## config.mk

```make
export PLATFORM = sky130hd
export DESIGN_NAME = rgbbb_front
export DESIGN_NICKNAME = d
export VERILOG_FILES = /design/src/design/rgbbb_pkg.sv /design/src/design/rgbbb_front.sv
export SDC_FILE = /design/constraint.sdc
export NUM_CORES = 1
export LEC_CHECK = 0
export BUFFER_PORTS_ARGS = -buffer_cell sky130_fd_sc_hd__buf_2
export CORE_MARGIN = 2
export CORE_UTILIZATION = 46
export CTS_CLUSTER_DIAMETER = 50
export DETAILED_ROUTE_END_ITERATION = 8
export GPL_TIMING_DRIVEN = 1
export HOLD_SLACK_MARGIN = 0.02
export PLACE_DENSITY = 0.83
export SLEW_MARGIN = 15
export SYNTH_ARGS = -nofsm -noshare
export SYNTH_HDL_FRONTEND = slang
export SYNTH_SLANG_ARGS = --single-unit
```

## constraint.sdc

```tcl
create_clock -name i_clk -period 2.1 [get_ports i_clk]
set_clock_uncertainty 0.2 [all_clocks]
set_input_delay 0.21 -clock i_clk [delete_from_list [all_inputs] [get_ports i_clk]]
set_output_delay 0.21 -clock i_clk [all_outputs]
set_load 0.005 [all_outputs]
```

## src/design/rgbbb_pkg.sv

```systemverilog
// ----------------------------------------------------------------------------
// rgbbb_pkg: shared types and constants for the RGB box blur
// Field widths, register indexes, reset values, item and state types.
// ----------------------------------------------------------------------------
package rgbbb_pkg;

    localparam int unsigned DEF_MAX_WIDTH  = 1024;
    localparam int unsigned DEF_MAX_HEIGHT = 4096;
    localparam int unsigned DEF_MAX_RADIUS = 7;

    localparam int unsigned SAMPLE_W   = 8;
    localparam int unsigned CFG_WID_W  = 11;
    localparam int unsigned CFG_HGT_W  = 13;
    localparam int unsigned CFG_RAD_W  = 3;
    localparam int unsigned CFG_DATA_W = 13;
    localparam int unsigned CFG_IDX_W  = 2;
    localparam int unsigned FQ_DEPTH   = 2;
    localparam int unsigned FQ_CNT_W   = 2;

    localparam logic [CFG_IDX_W-1:0] REG_IMAGE_WIDTH   = 2'd0;
    localparam logic [CFG_IDX_W-1:0] REG_IMAGE_HEIGHT  = 2'd1;
    localparam logic [CFG_IDX_W-1:0] REG_WINDOW_RADIUS = 2'd2;
    localparam logic [CFG_IDX_W-1:0] REG_GRAY_INPUT    = 2'd3;

    localparam logic [CFG_WID_W-1:0] RST_IMAGE_WIDTH   = 11'd640;
    localparam logic [CFG_HGT_W-1:0] RST_IMAGE_HEIGHT  = 13'd480;
    localparam logic [CFG_RAD_W-1:0] RST_WINDOW_RADIUS = 3'd2;

    typedef enum logic {
        K_PIXEL = 1'b0,
        K_DRAIN = 1'b1
    } t_kind;

    typedef struct packed {
        t_kind                kind;
        logic [SAMPLE_W-1:0]  red;
        logic [SAMPLE_W-1:0]  green;
        logic [SAMPLE_W-1:0]  blue;
    } t_item;

    typedef enum logic [2:0] {
        S_IDLE,
        S_WRITE,
        S_CHECK,
        S_READ,
        S_DSET,
        S_DIV,
        S_OUT
    } t_state;

endpackage

```

## src/design/rgbbb_front.sv

```systemverilog
// ----------------------------------------------------------------------------
// rgbbb_front: input queue
// Accepts items, tags them as pixel or drain, and holds them for the back end.
// ----------------------------------------------------------------------------
module rgbbb_front (
    input  logic                           i_clk,
    input  logic                           i_rst_n,
    input  logic                           i_push,
    output logic                           o_full,
    input  logic                           i_req_type,
    input  logic [rgbbb_pkg::SAMPLE_W-1:0] i_sample_red,
    input  logic [rgbbb_pkg::SAMPLE_W-1:0] i_sample_green,
    input  logic [rgbbb_pkg::SAMPLE_W-1:0] i_sample_blue,
    output logic                           o_item_valid,
    output rgbbb_pkg::t_item               o_item,
    input  logic                           i_item_pop,
    output logic [rgbbb_pkg::FQ_CNT_W-1:0] o_count
);
    import rgbbb_pkg::*;

    t_item                r_q [FQ_DEPTH];
    logic                 r_wp;
    logic                 r_rp;
    logic [FQ_CNT_W-1:0]  r_cnt;
    logic                 push_ok;
    logic                 pop_ok;
    t_item                in_item;

    assign o_full       = (r_cnt == FQ_CNT_W'(FQ_DEPTH));
    assign o_item_valid = (r_cnt != '0);
    assign o_item       = r_q[r_rp];
    assign o_count      = r_cnt;
    assign push_ok      = i_push && !o_full;
    assign pop_ok       = i_item_pop && o_item_valid;

    always_comb begin
        in_item.kind  = i_req_type ? K_DRAIN : K_PIXEL;
        in_item.red   = i_sample_red;
        in_item.green = i_sample_green;
        in_item.blue  = i_sample_blue;
    end

    always_ff @(posedge i_clk) begin
        if (push_ok) begin
            r_q[r_wp] <= in_item;
        end
    end

    always_ff @(posedge i_clk) begin
        if (!i_rst_n) begin
            r_wp  <= 1'b0;
            r_rp  <= 1'b0;
            r_cnt <= '0;
        end else begin
            if (push_ok) begin
                r_wp <= ~r_wp;
            end
            if (pop_ok) begin
                r_rp <= ~r_rp;
            end
            if (push_ok && !pop_ok) begin
                r_cnt <= r_cnt + 1'b1;
            end else if (pop_ok && !push_ok) begin
                r_cnt <= r_cnt - 1'b1;
            end
        end
    end

endmodule

```

==> results of run 1 <==
layout make-up:
cell class                      count  share of cell area (%)
Clock buffer                        5                   2.467
Clock inverter                      3                   1.391
Inverter                            2                  0.2692
Multi-Input combinational cell     43                   14.94
Sequential cell                    55                   57.43
Tap cell                           52                   2.333
Timing Repair Buffer               89                   21.18
kinds of logic after synthesis:
group / after synthesis
compound gates: 5
buf+inv: 5
flops: 55
simple gates: 9
xor+xnor: 3
mux: 25
fa+ha+maj: 1
per-stage QoR:
stage          power [W]  utilization [%]  area, sq um  cells
2_1_floorplan   0.001932                -         2046    103
3_3_place_gp    0.002218            55.99         2421    215
3_5_place_dp    0.002261            55.99         2421    215
4_1_cts         0.002946            64.50         2789    249
5_1_grt         0.003070            64.50         2789    249
6_report        0.002911            64.50         2789    249
sequential cells by signal (all words and copies together) (netlist names), named ones only:
register  count
r_q          50
r_rp          1
o_count       2
r_wp          1
per-layer routing:
layer / vias to the layer above / wire [um] / GRT usage (%)
li1: 576 / - / -
met1: 562 / 1336 / 16.99
met2: 36 / 2076 / 29.35
met3: 9 / 178 / 4.416
met4: 0 / 93 / 6.499
met5: - / 0 / 0
power by group through the flow:
| stage | clock network, W | logic, W | registers (W) |
|---|---|---|---|
| floorplan | 0 | 0.000482 | 0.00145 |
| global placement | 0 | 0.000769 | 0.00145 |
| detailed placement | 0 | 0.000793 | 0.00147 |
| CTS | 0.000667 | 0.000837 | 0.00144 |
| global route | 0.000709 | 0.000906 | 0.00145 |
| finish | 0.000645 | 0.000825 | 0.00144 |
worst min-delay path by stage:
stage / from / endpoint / slack [ns] / depth (start not counted)
global placement: i_sample_green[7] / r_q[1][15] / 0.20 / 1
CTS: i_push / r_wp / 0.09 / 3
finish: i_push / r_wp / 0.1 / 3
global route: i_push / r_wp / 0.11 / 3
floorplan: i_sample_blue[0] / r_q[0][0] / 0.11 / 0
detailed placement: i_sample_red[2] / r_q[1][18] / 0.20 / 1
critical path: stages, from the launching register on:
cell      delay (ns)
dfxtp_1         0.44
nand2b_1        0.19
inv_2           0.07
nor2_1          0.10
ha_1            0.27
or3_1           0.36
a21boi_1        0.16
synthesized netlist by cell type, types with 2 or more instances:
master,number
buf_4,2
and2_1,3
mux2_2,25
xnor2_1,2
edfxtp_1,50
dfxtp_1,5
==> impl_metrics.py, run 1 <==
metrics = {
    "global_route": {
        "grt_max_degree": 17,
        "antenna_found_initial": 0,
        "grt-ovfl-total": 0,
        "grtUsageTotal_pct": 15.85,
        "first_global_vias": 1282,
        "grt_pass1_wl_um": 5927,
    },
    "setup_path": {
        "r2r_cells": 6,
        "critPathArrivalTime_ns": 1.88,
        "worstSetupEndpoint": "o_count[1]",
        "r2r_slack_ns": 0.25,
        "critical_path_class": "reg -> reg",
        "critPathMaxFanout": 6,
        "endpoint_kind": "register",
        "required_ns": 2.12,
        "crit_start": "o_count[0]",
        "startpoint_type": "register",
        "r2r_start": "o_count[0]",
        "reg2reg_to": "o_count[1]",
    },
    "detailed_routing": {
        "via_per_inst": 4.751,
        "drc_errors": 0,
        "num_vias": 1183,
        "drt_iter0_markers": 103,
        "final_antenna_net_count": 0,
        "drt_pre_antenna_iters": 4,
        "wl_um": 3684,
        "wl_per_cell_um": 14.80,
    },
    "logic_synthesis": {
        "synth_top_cell_by_area": "edfxtp_1",
        "synthMuxAreaShare_pct": 13.80,
        "async_flop_share_pct": 0,
        "syn_area_sq_um": 2039,
        "synth-xor-area-share_pct": 1.288,
        "yosysUniqueCellTypes": 22,
        "synth_compound_area_share_pct": 1.595,
        "syn_inst": 103,
        "synth_ff_type": "edfxtp_1",
        "synth_top_family_by_area": "multiplexers",
        "syn-mean-instance-area_sq_um": 19.80,
        "ys_seq_elements": 55,
        "synth-simple-area-share_pct": 2.822,
        "synth_edf_count": 50,
        "syn_nets": 133,
        "yosysTopAreaCellShare_pct": 73.62,
        "synthAdderAreaFrac_pct": 0.6135,
        "synth.yosys.seq_area_share_pct": 78.53,
        "synth_area_leaders": "edfxtp_1 74%, mux2_2 14%, dfxtp_1 4.9%",
        "ys_warn_count": 0,
    },
    "floorplan": {
        "dieArea_sq_um": 4982,
        "coreArea_sq_um": 4324,
        "rows": 24,
        "ioPinCount": 58,
        "fp.dieH_um": 70.59,
        "dieWidth_um": 70.59,
        "initial_core_util_pct": 47.16,
    },
    "run_status": {
        "status": "complete, no violations",
    },
    "power": {
        "ir_drop_uv": 505.6,
        "powerDensity_nw_per_um2": 1044,
        "intPower_w": 0.002180,
        "switching_power_w": 0.0007313,
        "p_seq_share_pct": 49.5,
        "p_clk_share_pct": 22.2,
        "swShare_pct": 25.12,
        "power_leakage_nw": 1.088,
        "combinationalPowerShare_pct": 28.4,
    },
    "clock_tree": {
        "cts_root_buf": "clkbuf_8",
        "cts_tree": "done",
        "cts_made_buffers": 5,
        "cts.sinks": 55,
        "worstSkewPairLatency_ns": 0.29,
        "cts_buffer_depth": 2,
        "ctsResizeCount": 0,
        "path_clk_slew_ns": 0.08,
        "postCtsSetupBuffers": 0,
        "ctsHoldBuffers": 26,
        "cts_htree_levels": 2,
    },
    "sta": {
        "fmax_mhz": 540.0,
        "tightest_slew_ns": 0.2122,
        "slew_viol_final": 0,
        "max-slew-margin-rel_pct": 85.76,
        "setup_ws_ns": 0.2480,
        "fin_crit_sh_pct": 88.19,
        "setup_tns_ns": 0,
        "finalHoldViolCount": 0,
        "hold-worst-slack_ns": 0.09746,
        "min_period_ns": 1.852,
        "rsz0062_at_grt": "no",
        "setup_viol": 0,
    },
    "placed_design": {
        "dp_hpwl_um": 2514,
        "post-place-ws_ns": 0.2624,
        "port_buffers": 57,
        "gp_congestion": 0.6952,
    },
    "layout": {
        "drive_gt1_share_pct": 49.75,
        "area_growth_pct": 36.75,
        "antenna_cells": 0,
        "final_nets": 226,
        "ff_latch_area_sq_um": 1602,
        "final_cell_mix": "57 x buf_2, 50 x edfxtp_1, 26 x dlygate4sd3_1, 25 x mux2_2, 6 x buf_4",
        "nFillCells": 336,
        "multiInputGateArea_sq_um": 416.7,
        "final_common_cell": "buf_2",
    },
    "run": {
        "maxCapViolCount": 0,
    },
    "worst_hold_path": {
        "hold_class": "in -> reg",
    },
}
(Power assumes the default switching activity.)
==> run 2, diff against run 1 <==
--- a/config.mk
+++ b/config.mk
@@ -13,6 +13,7 @@
 export GPL_TIMING_DRIVEN = 1
 export HOLD_SLACK_MARGIN = 0.02
 export PLACE_DENSITY = 0.83
+export RECOVER_POWER = 50
 export SLEW_MARGIN = 15
 export SYNTH_ARGS = -nofsm -noshare
 export SYNTH_HDL_FRONTEND = slang
==> impl_metrics.py, run 2 (same netlist as run 1, synthesis figures left out) <==
metrics = {
    "sta": {
        "fin_crit_sh_pct": 88.12,
        "tightest_slew_ns": 0.6117,
        "max-slew-margin-rel_pct": 59.22,
        "hold-worst-slack_ns": 0.09764,
        "setup_ws_ns": 0.2495,
        "rsz0062_at_grt": "no",
        "fmax_mhz": 540.4,
        "min_period_ns": 1.850,
        "slew_viol_final": 0,
        "finalHoldViolCount": 0,
        "setup_tns_ns": 0,
        "setup_viol": 0,
    },
    "clock_tree": {
        "cts_root_buf": "clkbuf_8",
        "cts_buffer_depth": 2,
        "cts_tree": "done",
        "path_clk_slew_ns": 0.08,
        "cts.sinks": 55,
        "postCtsSetupBuffers": 0,
        "cts_made_buffers": 5,
        "ctsResizeCount": 0,
        "worstSkewPairLatency_ns": 0.29,
        "cts_htree_levels": 2,
    },
    "detailed_routing": {
        "num_vias": 1191,
        "drt_pre_antenna_iters": 4,
        "drt_iter0_markers": 83,
        "final_antenna_net_count": 0,
        "wl_per_cell_um": 14.63,
        "via_per_inst": 4.783,
        "drc_errors": 0,
        "wl_um": 3642,
    },
    "setup_path": {
        "crit_family": "buffers and inverters",
        "startpoint_type": "register",
        "cp_slowest_cell": "clkbuf_1",
        "endpoint_kind": "register",
        "critPathArrivalTime_ns": 1.58,
        "r2r_cells": 3,
        "critPathMaxFanout": 11,
        "path_cells": "nand2b_1 > and3_1 > clkbuf_1",
        "r2r_start": "o_count[0]",
        "reg2reg_to": "r_q[1][20]",
        "required_ns": 1.83,
        "worst-path-buf-inv": 1,
        "critical_path_class": "reg -> reg",
        "r2r_slack_ns": 0.25,
        "cpPeakStageDelay_ns": 0.48,
    },
    "placed_design": {
        "port_buffers": 57,
        "gp_congestion": 0.6952,
        "post-place-ws_ns": 0.2624,
        "dp_hpwl_um": 2514,
    },
    "power": {
        "powerDensity_nw_per_um2": 1050,
        "power_leakage_nw": 1.038,
        "finalPower_w": 0.002900,
        "ir_drop_uv": 501.2,
    },
    "floorplan": {
        "dieArea_sq_um": 4982,
        "coreArea_sq_um": 4324,
        "initial_core_util_pct": 47.16,
        "rows": 24,
        "dieWidth_um": 70.59,
        "fp.dieH_um": 70.59,
        "ioPinCount": 58,
    },
    "layout": {
        "nFillCells": 353,
        "largest_reg_flops": 50,
        "final_cell_mix": "50 x edfxtp_1, 40 x buf_2, 26 x dlygate4sd3_1, 25 x mux2_2, 17 x clkbuf_1",
        "antenna_cells": 0,
        "final_nets": 226,
        "regMostFlops": "r_q",
        "drive_gt1_share_pct": 41.12,
        "final_common_cell": "edfxtp_1",
        "area_growth_pct": 35.46,
    },
    "run_status": {
        "status": "complete, no violations",
    },
    "worst_hold_path": {
        "min-delay-start": "i_push",
        "hold_end": "r_wp",
        "hold_class": "in -> reg",
        "hold_depth": 3,
    },
    "global_route": {
        "first_global_vias": 1282,
        "grt_pass1_wl_um": 5927,
        "antenna_found_initial": 0,
        "grt_max_degree": 17,
        "grt-ovfl-total": 0,
        "grtUsageTotal_pct": 15.85,
    },
    "run": {
        "maxCapViolCount": 0,
    },
}
## run 2: cell types whose count changed in the layout (fill, tap and decap cells not counted), moves of 2 or more
| cell | change |
|---|---|
| buf_2 | -17 |
| buf_4 | -2 |
| clkbuf_1 | +17 |
| clkbuf_2 | +2 |
## run 2: worst max-delay path by stage
stage,to,startpoint,depth (start not counted)
after global routing,o_count[1],o_count[0],6
after CTS,o_count[1],o_count[0],6
final,r_q[1][20],o_count[0],3
after floorplan,r_q[0][0],o_count[0],3
after detailed placement,o_count[1],o_count[0],6
after global placement,o_count[1],o_count[0],6
## run 2: layout make-up
| type | count | area [sq um] | area share (%) |
|---|---|---|---|
| Sequential cell | 55 | 1602 | 57.97 |
| Inverter | 2 | 7.507 | 0.2717 |
| Multi-Input combinational cell | 43 | 416.7 | 15.08 |
| Tap cell | 52 | 65.06 | 2.355 |
| Timing Repair Buffer | 89 | 564.3 | 20.43 |
| Clock inverter | 3 | 38.79 | 1.404 |
| Clock buffer | 5 | 68.82 | 2.491 |
## run 2: power by group
group	switching (W)	internal [W]
sequential	0.0000603	0.00138
combinational	0.000373	0.000441
clock	0.000296	0.000349
total	0.000730	0.00217
## run 2: repair_timing
| item | 4_1_cts | 5_1_grt |
|---|---|---|
| hold endpoints to repair | 55 | 0 |
| endpoints found under the setup margin | 0 | 0 |
| hold buffers | 26 | 0 |
## run 2: per-stage QoR
stage / util [%] / area [sq um] / cells
after floorplan: - / 2046 / 103
after CTS: 64.50 / 2789 / 249
after global placement: 55.99 / 2421 / 215
final: 63.89 / 2763 / 249
after global routing: 63.89 / 2763 / 249
after detailed placement: 55.99 / 2421 / 215
## run 2: tightest hold or removal path: stages
cell and delay, ns:
buf_2 0.10, a21boi_0 0.08, o21a_1 0.16
## run 2: layer usage
layer	track usage, %	wire, um
met1	16.99	1313
met2	29.35	2050
met3	4.416	185
met4	6.499	93
met5	0	0
